--- config.mk ---
export PLATFORM = sky130hd
export DESIGN_NAME = keypad_matrix_toggle_debouncer_top
export DESIGN_NICKNAME = d
export VERILOG_FILES = /design/src/hw/rtl/kmtd_pkg.sv /design/src/hw/rtl/kmtd_apb.sv /design/src/hw/rtl/kmtd_core.sv /design/src/hw/rtl/keypad_matrix_toggle_debouncer_top.sv
export VERILOG_INCLUDE_DIRS = /design/src /design/src/hw/rtl
export SDC_FILE = /design/constraint.sdc
export NUM_CORES = 1
export LEC_CHECK = 0
export BUFFER_PORTS_ARGS = -buffer_cell sky130_fd_sc_hd__buf_2
export CORE_MARGIN = 4
export CORE_UTILIZATION = 55
export DETAILED_ROUTE_END_ITERATION = 6
export GPL_TIMING_DRIVEN = 0
export PLACE_DENSITY = 0.8
export RECOVER_POWER = 50
export SETUP_SLACK_MARGIN = 0.3
export SYNTH_ARGS = -nofsm -noshare
export SYNTH_HDL_FRONTEND = slang
export SYNTH_SLANG_ARGS = --single-unit
--- constraint.sdc ---
create_clock -name i_clk -period 5.3 [get_ports i_clk]
set_clock_uncertainty 0.1 [all_clocks]
set_input_delay 1.06 -clock i_clk [delete_from_list [all_inputs] [get_ports i_clk]]
set_output_delay 1.06 -clock i_clk [all_outputs]
set_load 0.02 [all_outputs]
--- src/hw/rtl/keypad_matrix_toggle_debouncer_top_defines.svh ---
// ============================================================================
// Keypad matrix toggle debouncer assertion macros
// Concurrent check wrappers; empty bodies for synthesis builds.
// ============================================================================
`ifndef KEYPAD_MATRIX_TOGGLE_DEBOUNCER_TOP_DEFINES_SVH
`define KEYPAD_MATRIX_TOGGLE_DEBOUNCER_TOP_DEFINES_SVH

`ifndef SYNTHESIS
// check with reset disable
`define KMTD_ASSERT(lbl, clk, rst_n, prop, msg) \
    lbl: assert property (@(posedge clk) disable iff (!rst_n) (prop)) else $error(msg);
// check that also holds during reset
`define KMTD_ASSERT_ALWAYS(lbl, clk, prop, msg) \
    lbl: assert property (@(posedge clk) (prop)) else $error(msg);
`else
`define KMTD_ASSERT(lbl, clk, rst_n, prop, msg)
`define KMTD_ASSERT_ALWAYS(lbl, clk, prop, msg)
`endif

`endif

--- src/hw/rtl/kmtd_pkg.sv ---
// ============================================================================
// Keypad matrix toggle debouncer package
// Shared widths, defaults, register map and result word type.
// ============================================================================
`timescale 1ns / 1ps
`default_nettype none

package kmtd_pkg;

    localparam int KEY_W    = 16;
    localparam int SLOT_W   = 36;
    localparam int IDX_W    = 6;
    localparam int CFG_W    = 16;
    localparam int APB_DW   = 32;
    localparam int APB_AW   = 3;
    localparam int IN_TDW   = 16;
    localparam int OUT_TDW  = 48;

    localparam int DEF_ROWS       = 4;
    localparam int DEF_COLS       = 4;
    localparam int DEF_ROW_STRIDE = 9;

    localparam logic [CFG_W-1:0] DEBOUNCE_RESET = 16'd20;

    // register index = paddr[2]
    localparam logic REG_DEBOUNCE = 1'b0;

    typedef struct packed {
        logic              busy;
        logic [IDX_W-1:0]  toggled_index;
        logic              toggled;
        logic [SLOT_W-1:0] switch_states;
    } t_result;

endpackage

`default_nettype wire

--- src/hw/rtl/kmtd_apb.sv ---
// ============================================================================
// Keypad debouncer config registers
// APB slave holding the debounce tick limit.
// ============================================================================
`timescale 1ns / 1ps
`default_nettype none

module kmtd_apb (
    input  wire logic                        i_clk,
    input  wire logic                        i_rst_n,
    input  wire logic                        psel,
    input  wire logic                        penable,
    input  wire logic                        pwrite,
    input  wire logic [kmtd_pkg::APB_AW-1:0] paddr,
    input  wire logic [kmtd_pkg::APB_DW-1:0] pwdata,
    output logic      [kmtd_pkg::APB_DW-1:0] prdata,
    output logic                             pready,
    output logic      [kmtd_pkg::CFG_W-1:0]  o_debounce_ticks
);
    import kmtd_pkg::*;

    logic [CFG_W-1:0] r_debounce;
    logic             wr_en;

    assign pready = 1'b1;
    assign wr_en  = psel && penable && pwrite && (paddr[2] == REG_DEBOUNCE);

    always_ff @(posedge i_clk) begin
        if (!i_rst_n) begin
            r_debounce <= DEBOUNCE_RESET;
        end else if (wr_en) begin
            r_debounce <= pwdata[CFG_W-1:0];
        end
    end

    always_comb begin
        prdata = '0;
        if (paddr[2] == REG_DEBOUNCE) begin
            prdata = APB_DW'(r_debounce);
        end
    end

    assign o_debounce_ticks = r_debounce;

endmodule

`default_nettype wire

--- src/hw/rtl/kmtd_core.sv ---
// ============================================================================
// Keypad debouncer step logic
// Debounce/release state and per-tick scan, toggle and result build.
// ============================================================================
`timescale 1ns / 1ps
`default_nettype none
`include "keypad_matrix_toggle_debouncer_top_defines.svh"

module kmtd_core #(
    parameter int ROWS       = kmtd_pkg::DEF_ROWS,
    parameter int COLS       = kmtd_pkg::DEF_COLS,
    parameter int ROW_STRIDE = kmtd_pkg::DEF_ROW_STRIDE
) (
    input  wire logic                       i_clk,
    input  wire logic                       i_rst_n,
    input  wire logic                       i_fire,
    input  wire logic [kmtd_pkg::KEY_W-1:0] i_keys,
    input  wire logic [kmtd_pkg::CFG_W-1:0] i_debounce_ticks,
    output kmtd_pkg::t_result               o_res
);
    import kmtd_pkg::*;

    localparam int RW    = (ROWS > 1) ? $clog2(ROWS) : 1;
    localparam int CW    = (COLS > 1) ? $clog2(COLS) : 1;
    localparam int EXT_W = (ROWS * COLS > KEY_W) ? ROWS * COLS : KEY_W;

    localparam logic [1:0] PH_IDLE     = 2'd0;
    localparam logic [1:0] PH_DEBOUNCE = 2'd1;
    localparam logic [1:0] PH_RELEASE  = 2'd2;

    logic [1:0]        r_phase,  n_phase;
    logic [CFG_W-1:0]  r_count,  n_count;
    logic [RW-1:0]     r_row,    n_row;
    logic [CW-1:0]     r_col,    n_col;
    logic [SLOT_W-1:0] r_latch,  n_latch;

    logic [EXT_W-1:0]  keys_ext;
    logic              press [0:(1<<RW)-1][0:(1<<CW)-1];
    logic              row_hit;
    logic [RW-1:0]     hit_row;
    logic              check;
    logic              scan_hit;
    logic [CW-1:0]     scan_col;
    logic              scan_tog;
    logic [IDX_W-1:0]  scan_idx;
    logic              tog;
    logic [IDX_W-1:0]  tidx;

    assign keys_ext = EXT_W'(i_keys);

    always_comb begin
        for (int r = 0; r < (1 << RW); r++) begin
            for (int c = 0; c < (1 << CW); c++) begin
                press[r][c] = 1'b0;
            end
        end
        for (int r = 0; r < ROWS; r++) begin
            for (int c = 0; c < COLS; c++) begin
                press[r][c] = keys_ext[r*COLS+c];
            end
        end
    end

    // lowest row holding a press
    always_comb begin
        row_hit = 1'b0;
        hit_row = '0;
        for (int r = ROWS - 1; r >= 0; r--) begin
            for (int c = 0; c < COLS; c++) begin
                if (press[r][c]) begin
                    row_hit = 1'b1;
                    hit_row = RW'(r);
                end
            end
        end
    end

    // column-major first press
    always_comb begin
        scan_hit = 1'b0;
        scan_col = '0;
        scan_tog = 1'b0;
        scan_idx = '0;
        for (int c = COLS - 1; c >= 0; c--) begin
            for (int r = ROWS - 1; r >= 0; r--) begin
                if (press[r][c]) begin
                    scan_hit = 1'b1;
                    scan_col = CW'(c);
                    if (r * ROW_STRIDE + c < SLOT_W) begin
                        scan_tog = 1'b1;
                        scan_idx = IDX_W'(r * ROW_STRIDE + c);
                    end else begin
                        scan_tog = 1'b0;
                        scan_idx = '0;
                    end
                end
            end
        end
    end

    always_comb begin
        n_phase = r_phase;
        n_count = r_count;
        n_row   = r_row;
        n_col   = r_col;
        n_latch = r_latch;
        check   = 1'b0;
        tog     = 1'b0;
        tidx    = '0;

        unique case (r_phase)
            PH_DEBOUNCE: begin
                if (r_count != '1) begin
                    n_count = r_count + 1'b1;
                end
                check = 1'b1;
            end
            PH_RELEASE: begin
                if (!press[r_row][r_col]) begin
                    n_phase = PH_IDLE;
                end
            end
            default: begin
                n_phase = PH_IDLE;
                if (row_hit) begin
                    n_row   = hit_row;
                    n_count = '0;
                    n_phase = PH_DEBOUNCE;
                    check   = 1'b1;
                end
            end
        endcase

        if (check && (n_count >= i_debounce_ticks)) begin
            if (scan_hit) begin
                n_col = scan_col;
                if (scan_tog) begin
                    tog     = 1'b1;
                    tidx    = scan_idx;
                    n_latch = r_latch ^ (SLOT_W'(1) << scan_idx);
                end
            end
            n_phase = press[n_row][n_col] ? PH_RELEASE : PH_IDLE;
        end
    end

    always_ff @(posedge i_clk) begin
        if (!i_rst_n) begin
            r_phase <= PH_IDLE;
            r_count <= '0;
            r_row   <= '0;
            r_col   <= '0;
            r_latch <= '0;
        end else if (i_fire) begin
            r_phase <= n_phase;
            r_count <= n_count;
            r_row   <= n_row;
            r_col   <= n_col;
            r_latch <= n_latch;
        end
    end

    assign o_res.switch_states = n_latch;
    assign o_res.toggled       = tog;
    assign o_res.toggled_index = tidx;
    assign o_res.busy          = (n_phase == PH_DEBOUNCE) || (n_phase == PH_RELEASE);

    `KMTD_ASSERT(a_hold_idle, i_clk, i_rst_n, $past(i_rst_n) && !$past(i_fire) |-> $stable(r_latch) && $stable(r_phase), "state changed without a word")
    `KMTD_ASSERT(a_toggle_flip, i_clk, i_rst_n, i_fire && tog |=> $countones(r_latch ^ $past(r_latch)) == 1, "toggle did not flip exactly one bit")
    `KMTD_ASSERT(a_no_toggle, i_clk, i_rst_n, i_fire && !tog |=> r_latch == $past(r_latch), "latch changed without toggle")
    `KMTD_ASSERT(a_toggle_check, i_clk, i_rst_n, tog |-> check && (tidx < SLOT_W), "toggle outside a scan")
    `KMTD_ASSERT_ALWAYS(a_phase_code, i_clk, !i_rst_n || (r_phase != 2'd3) || !$past(i_rst_n), "unused phase code reached")

endmodule

`default_nettype wire

--- src/hw/rtl/keypad_matrix_toggle_debouncer_top.sv ---
// ============================================================================
// Keypad matrix toggle debouncer
// Stream wrapper: input word register, step logic, result word register.
// ============================================================================
// Each input word is one tick snapshot of the key matrix and yields exactly one
// result word. A new word is accepted every cycle while the output is not
// stalled; its result word passes the input register, then the result
// register, and is held there until taken. The result register decouples the
// sides, so a stalled output still lets one more word enter. Configuration is
// a single APB register (debounce_ticks, offset 0).
`timescale 1ns / 1ps
`default_nettype none

module keypad_matrix_toggle_debouncer_top #(
    parameter int ROWS       = kmtd_pkg::DEF_ROWS,
    parameter int COLS       = kmtd_pkg::DEF_COLS,
    parameter int ROW_STRIDE = kmtd_pkg::DEF_ROW_STRIDE
) (
    input  wire logic                         i_clk,
    input  wire logic                         i_rst_n,
    input  wire logic                         s_axis_tvalid,
    output logic                              s_axis_tready,
    // [15:0] key_pressed
    input  wire logic [kmtd_pkg::IN_TDW-1:0]  s_axis_tdata,
    output logic                              m_axis_tvalid,
    input  wire logic                         m_axis_tready,
    // [35:0] switch_states, [36] toggled, [42:37] toggled_index, [43] busy_res
    output logic      [kmtd_pkg::OUT_TDW-1:0] m_axis_tdata,
    input  wire logic                         psel,
    input  wire logic                         penable,
    input  wire logic                         pwrite,
    input  wire logic [kmtd_pkg::APB_AW-1:0]  paddr,
    input  wire logic [kmtd_pkg::APB_DW-1:0]  pwdata,
    output logic      [kmtd_pkg::APB_DW-1:0]  prdata,
    output logic                              pready
);
    import kmtd_pkg::*;

    logic             r_in_valid;
    logic [KEY_W-1:0] r_keys;
    logic             r_out_valid;
    t_result          r_out;
    t_result          res;
    logic             fire;
    logic [CFG_W-1:0] debounce_ticks;

    assign fire          = r_in_valid && (!r_out_valid || m_axis_tready);
    assign s_axis_tready = !r_in_valid || fire;

    kmtd_apb u_apb (
        .i_clk            (i_clk),
        .i_rst_n          (i_rst_n),
        .psel             (psel),
        .penable          (penable),
        .pwrite           (pwrite),
        .paddr            (paddr),
        .pwdata           (pwdata),
        .prdata           (prdata),
        .pready           (pready),
        .o_debounce_ticks (debounce_ticks)
    );

    kmtd_core #(
        .ROWS       (ROWS),
        .COLS       (COLS),
        .ROW_STRIDE (ROW_STRIDE)
    ) u_core (
        .i_clk            (i_clk),
        .i_rst_n          (i_rst_n),
        .i_fire           (fire),
        .i_keys           (r_keys),
        .i_debounce_ticks (debounce_ticks),
        .o_res            (res)
    );

    always_ff @(posedge i_clk) begin
        if (!i_rst_n) begin
            r_in_valid <= 1'b0;
        end else if (s_axis_tready) begin
            r_in_valid <= s_axis_tvalid;
        end
    end

    always_ff @(posedge i_clk) begin
        if (s_axis_tready && s_axis_tvalid) begin
            r_keys <= s_axis_tdata[KEY_W-1:0];
        end
    end

    always_ff @(posedge i_clk) begin
        if (!i_rst_n) begin
            r_out_valid <= 1'b0;
        end else if (fire) begin
            r_out_valid <= 1'b1;
        end else if (m_axis_tready) begin
            r_out_valid <= 1'b0;
        end
    end

    always_ff @(posedge i_clk) begin
        if (fire) begin
            r_out <= res;
        end
    end

    assign m_axis_tvalid = r_out_valid;
    assign m_axis_tdata  = OUT_TDW'(r_out);

endmodule

`default_nettype wire
==> results.toml, run 1 <==
[run_status]
status = "finished clean"

[synth]
netlist_instances = 750
ys_seq_elements = 127
ys_types = 73
synth-main-ff-cell = "dfxtp_1"
synth_edf_count = 55
netlist_area_mm2 = 0.006766
syn_avg_cell_area_um2 = 9.022
yosysWarnings = 0
synth-async-reset-ratio = 0
synth.yosys.seq_area_share = 0.4571

[final_layout]
area_growth_pct = 20.14
drive_gt1_frac = 0.1705
layout_commonest_cell = "clkbuf_1"
nFillCells = 994
nets = 967
multi_input_area_mm2 = 0.003286
regArea_mm2 = 0.003093
layout_common_cells = "clkbuf_1 (86), nand2_1 (84), dfxtp_1 (72)"
n_antenna_cell = 0
fin_area_mm2 = 0.008129

[timing]
finalCriticalPeriod_ns = 4.668
slew_headroom = 0.3719
fin_tns_setup_ns = 0
timing.final.ws_setup_ns = 0.6323
slew_viol_final = 0
timing.fmax_ghz = 0.2142
rsz0062_at_grt = "no"
tightest_slew_ns = 0.9417
setup_viol = 0
finalHoldViolCount = 0
fin_crit_sh = 0.8807
holdWs_ns = 0.3553

[floorplanning]
dieHeight_um = 118.9
start_util = 0.5633
core_area_mm2 = 0.01201
rows = 40
die_x_um = 118.9
io_pins = 141
dieArea_mm2 = 0.01414

[global_route]
grt_pass1_vias = 5555
top_usage_layer = "met2"
met2_usage = 0.3631
grt_first_pass_wirelength_um = 26480
gr-usage-all-layers = 0.2292
use_met1 = 0.3060
antenna_found_initial = 0
grt_max_degree = 29
grt_use_met3 = 0.04463
grt_overflow = 0

[clocking]
clkLatencyLatePin_ns = 0.42
cts_root_buf = "clkbuf_16"
cts_buffer_depth = 2
hold_buffers = 0
cts_buffers = 17
cts_num_sinks = 127
clkTransAtPathRegs_ns = 0.06
cts-htree-levels = 4
cts_tree = "done"

[run]
drv_cap = 0

[drt]
first_pass_iters = 7
vias = 6027
drt_iter0_drc = 774
post-route-drc-count = 0
wl_um = 16350
ant_nets = 0
avgRoutedWirePerCell_um = 15.57
avgViaCountPerCell = 5.740

[setup_path]
critPathLaunch = "u_core.r_count[0]"
arrival_ns = 4.72
cp-end-kind = "flop"
critical-path-max-stage-delay_ns = 0.41
crit_family = "compound AO/OA/AOI/OAI gates"
cp-start-kind = "flop"
r2r-start = "u_core.r_count[0]"
cpMaxStageDelayCell = "dfxtp_1"
cp_num_buf_inv = 3
critPathKind = "flop to flop"
crit_chain = "ha_1 > nand3_1 > nor3_2 > and3_1 > clkbuf_2 > nand2b_1 > a21oi_1 > o22a_1 > o22ai_1 > ha_1 > a21o_1 > a31oi_1 > o21ai_1 > a41oi_2 > or3_1 > clkbuf_1 > inv_1 > nand3_1 > xnor2_1"
crit_required_ns = 5.36
cp_max_fo = 10

[place]
dp_worst_setup_slack_ns = -0.2890
dpl.hpwl_um = 11250
finalWeightedCongestion = 0.9337
port_buffers = 95
placed_area_mm2 = 0.007537

[power_and_ir_drop]
leakage_nw = 3.182
total_power_mw = 2.475
powerDensity_mw_per_mm2 = 304.4
peakVddDrop_mv = 0.2260

[min_path]
hp-class = "flop to flop"
holdCritStartpoint = "u_apb.o_debounce_ticks[11]"
[metal layers]
metal | up-vias | part of all wire
met4 | 0 | 0.023
met5 | - | 0
met3 | 50 | 0.075
li1 | 2926 | -
met1 | 2748 | 0.44
met2 | 303 | 0.47
[where the power goes]
part | total (mW) | switching, mW | internal (mW)
Sequential | 1.07 | 0.0168 | 1.05
Combinational | 0.248 | 0.165 | 0.0822
Clock | 1.16 | 0.492 | 0.670
Total | 2.47 | 0.674 | 1.80
[synthesized netlist by cell type (5+ instances only)]
| cell type | count | area, um2 |
|---|---|---|
| a21o_1 | 8 | 60.06 |
| a21oi_1 | 52 | 260.3 |
| a22oi_1 | 6 | 45.04 |
| a31oi_1 | 12 | 75.07 |
| and2_1 | 18 | 112.6 |
| and3_1 | 6 | 37.54 |
| buf_2 | 5 | 25.02 |
| buf_4 | 26 | 195.2 |
| clkbuf_1 | 49 | 183.9 |
| dfxtp_1 | 72 | 1441 |
| edfxtp_1 | 55 | 1652 |
| ha_1 | 19 | 237.7 |
| inv_1 | 27 | 101.4 |
| mux2i_1 | 10 | 100.1 |
| nand2_1 | 84 | 315.3 |
| nand2b_1 | 10 | 62.56 |
| nand3_1 | 20 | 100.1 |
| nand4_1 | 8 | 50.05 |
| nor2_1 | 70 | 262.8 |
| nor2b_1 | 8 | 50.05 |
| nor3_1 | 14 | 70.07 |
| nor4_1 | 9 | 56.30 |
| o21ai_0 | 33 | 165.2 |
| o21bai_1 | 5 | 37.54 |
| o31ai_1 | 11 | 82.58 |
| or3_1 | 5 | 31.28 |
| or4_1 | 14 | 105.1 |
| xnor2_1 | 8 | 70.07 |
| xor2_1 | 8 | 70.07 |
[cell type report]
cell class / instances / area share
well taps: 147 / 0.02263
plain buffers: 82 / 0.05218
clock inverters: 15 / 0.01970
repair buffers: 97 / 0.05556
multi-input cells: 537 / 0.4042
clock buffers: 17 / 0.05233
inverters: 28 / 0.01293
flip-flops and latches: 127 / 0.3805
[worst min-delay path, delay by kind of cell, from the launching register on]
kind / cells / cell delay (ns)
AND/OR/NAND/NOR: 1 / 0.05
AO/OA/AOI/OAI: 1 / 0.05
flip-flops: 1 / 0.31
[flip-flops by register name, summed over array words and instances, names as in the netlist]
signal	flops
u_core.r_col	2
u_apb.o_debounce_ticks	16
m_axis_tvalid	1
r_keys	16
m_axis_tdata	39
r_in_valid	1
u_core.r_row	2
u_core.r_count	16
u_core.r_phase	2
u_core.r_latch	32
[worst paths after layout]
kind | to | cells after the start | slack, ns
min reg2reg | u_apb.o_debounce_ticks[11] | 2 | 0.36
max | m_axis_tdata[30] | 19 | 0.63
min | u_apb.o_debounce_ticks[11] | 2 | 0.36
max reg2reg | m_axis_tdata[30] | 19 | 0.63
[logic make-up after synthesis]
logic type / after synthesis / share of synthesized area
simple gates: 289 / 0.2162
compound gates: 172 / 0.1659
flops: 127 / 0.4571
buf+inv: 110 / 0.07748
fa+ha+maj: 19 / 0.03513
xor+xnor: 16 / 0.02071
mux: 15 / 0.02644
other cells: 2 / 0.001110
[metrics by stage]
| step | cells | util |
|---|---|---|
| after floorplan | 774 | - |
| after global placement | 1016 | 0.6257 |
| after detailed placement | 1017 | 0.6275 |
| after CTS | 1050 | 0.6779 |
| after global routing | 1050 | 0.6768 |
| final | 1050 | 0.6768 |
[repair_timing]
| item | in CTS | in global routing |
|---|---|---|
| setup buffers | 1 | 0 |
| endpoints found under the setup margin | 24 | 31 |
| pin swaps | 1 | 0 |
| cloned | 0 | 0 |
| gates resized for setup | 3 | 13 |
Note: power is estimated with default switching activity, not from simulation.
==> run 2, diff against run 1 <==
--- a/config.mk
+++ b/config.mk
@@ -11,6 +11,7 @@
 export CORE_UTILIZATION = 55
 export DETAILED_ROUTE_END_ITERATION = 6
 export GPL_TIMING_DRIVEN = 0
+export MAX_ROUTING_LAYER = met4
 export PLACE_DENSITY = 0.8
 export RECOVER_POWER = 50
 export SETUP_SLACK_MARGIN = 0.3
==> run 2 against run 1 <==
- final area about the same
- count of clock-buffer cells in the layout unchanged
- global-route usage about the same
- final cell count unchanged
- sequential cell count unchanged
- wire length decreased by 4.4%
- worst hold slack got worse by 0.00094 ns
- utilization about the same
- combinational power about the same
- worst setup slack got worse by 0.091 ns
- critical path type unchanged
==> results.toml, run 2 (synthesized netlist as in run 1, its figures left out) <==
[run_status]
status = "finished clean"

[global_route]
grt_overflow = 0
grt_first_pass_wirelength_um = 25550
grt_pass1_vias = 5393
grt_max_degree = 27
antenna_found_initial = 0
gr-usage-all-layers = 0.2295

[drt]
first_pass_iters = 5
drt_iter0_drc = 655
avgRoutedWirePerCell_um = 14.88
wl_um = 15630
vias = 5882
post-route-drc-count = 0
ant_nets = 0
avgViaCountPerCell = 5.602

[setup_path]
critPathLaunch = "u_core.r_count[0]"
critPathKind = "flop to flop"
worstRegToRegCells = 19
crit_required_ns = 5.37
ff2ff_setup_slack_ns = 0.54
r2r-start = "u_core.r_count[0]"
r2r_end = "m_axis_tdata[30]"
cp-start-kind = "flop"
arrival_ns = 4.83
cp-end-kind = "flop"
cp_max_fo = 10

[power_and_ir_drop]
peakVddDrop_mv = 0.2705
p_clk_frac = 0.473
switching_share = 0.2612
switchingPower_mw = 0.6496
seqPwrFrac = 0.428
p_comb_frac = 0.099
powerDensity_mw_per_mm2 = 306.0
intPower_mw = 1.837
leakage_nw = 3.179

[place]
dpl.hpwl_um = 11190
finalWeightedCongestion = 0.9356
dp.cells = 1017
port_buffers = 95
placed_area_mm2 = 0.007545

[clocking]
clkTransAtPathRegs_ns = 0.06
clkLatencyLatePin_ns = 0.43
cts_tree = "done"
hold_buffers = 0
cts_buffer_depth = 2
cts_buffers = 17
cts_num_sinks = 127
cts-htree-levels = 4
cts_root_buf = "clkbuf_16"

[final_layout]
largest_reg_flops = 39
stdcell_count = 1050
drive_gt1_frac = 0.1661
layout_commonest_cell = "clkbuf_1"
area_growth_pct = 20.08
nets = 967
nFillCells = 1012
layout_common_cells = "clkbuf_1 (85), nand2_1 (84), dfxtp_1 (72)"
post-route-util = 0.6765
fin_area_mm2 = 0.008125
multi_input_area_mm2 = 0.003259
regArea_mm2 = 0.003093
n_antenna_cell = 0

[timing]
slew_headroom = 0.3745
tightest_slew_ns = 0.9377
finalHoldViolCount = 0
slew_viol_final = 0
timing.fmax_ghz = 0.2101
holdWs_ns = 0.3544
finalCriticalPeriod_ns = 4.759
rsz0062_at_grt = "no"
setup_viol = 0
fin_crit_sh = 0.8979
fin_tns_setup_ns = 0

[floorplanning]
start_util = 0.5633
io_pins = 141
rows = 40
dieArea_mm2 = 0.01414
dieHeight_um = 118.9
die_x_um = 118.9
core_area_mm2 = 0.01201

[min_path]
hp-class = "flop to flop"
whs_endpoint = "u_apb.o_debounce_ticks[3]"
whs_path_depth = 2
holdCritStartpoint = "u_apb.o_debounce_ticks[3]"

[run]
drv_cap = 0
-- run 2: cell types whose count changed in the layout (fill, tap and decap cells not counted), moves of 2 or more --
cell	change
inv_6	-2
and2_0	-2
nor4_2	-3
nor4_1	+3
and2_1	+2
inv_8	-3
clkinvlp_4	+3
clkinv_4	+2
-- run 2: critical path, cell delays in order (launching register included) --
cell	delay (ns)
dfxtp_1	0.36
ha_1	0.24
nand3_1	0.16
nor3_2	0.09
and3_1	0.19
clkbuf_1	0.21
nor3_1	0.59
a31oi_1	0.18
o21ai_0	0.18
nand2_1	0.08
ha_1	0.29
nand4_1	0.12
or3_1	0.32
o211ai_1	0.13
a41oi_2	0.11
or3_1	0.48
clkbuf_2	0.23
inv_1	0.16
nand3_1	0.12
xnor2_1	0.16
-- run 2: stage by stage --
| stage | setup WS, ns | power, mW |
|---|---|---|
| after global routing | 0.3099 | 2.565 |
| final | 0.5409 | 2.486 |
| after floorplan | 0.9691 | 1.257 |
| after global placement | -0.2299 | 1.324 |
| after detailed placement | -0.2269 | 1.329 |
| after CTS | 0.3540 | 2.498 |
-- run 2: final cells by class --
class,count,area share
buffer,82,0.05236
clock buffer,17,0.05236
clock inverter,15,0.02140
inverter,28,0.01294
multi-input combinational,537,0.4011
sequential,127,0.3807
tap,147,0.02264
timing repair buffer,97,0.05651
-- run 2: what timing repair did --
action,CTS,global route
buffers inserted,1,0
gates resized for setup,2,11
pin swaps,1,0
setup endpoints to repair,17,31
-- run 2: worst max-delay path by stage --
| stage | slack (ns) | end |
|---|---|---|
| after global placement | -0.23 | m_axis_tdata[30] |
| after detailed placement | -0.23 | m_axis_tdata[30] |
| final | 0.54 | m_axis_tdata[30] |
| after floorplan | 0.97 | m_axis_tdata[30] |
| after CTS | 0.35 | m_axis_tdata[30] |
| after global routing | 0.31 | m_axis_tdata[30] |
-- run 2: metal layers --
layer / vias up / global-route usage / routed length [um]
met5: - / - / 0
met4: 0 / 0.07531 / 277
met3: 30 / 0.05603 / 1189
met2: 263 / 0.3574 / 7111
met1: 2667 / 0.2964 / 7049
li1: 2922 / - / -
-- run 2: power by group through the flow --
stage | logic [mW] | clock network [mW] | registers (mW)
floorplan | 0.157 | 0 | 1.10
global placement | 0.238 | 0 | 1.09
detailed placement | 0.244 | 0 | 1.09
CTS | 0.246 | 1.19 | 1.06
global route | 0.269 | 1.23 | 1.07
finish | 0.246 | 1.18 | 1.06
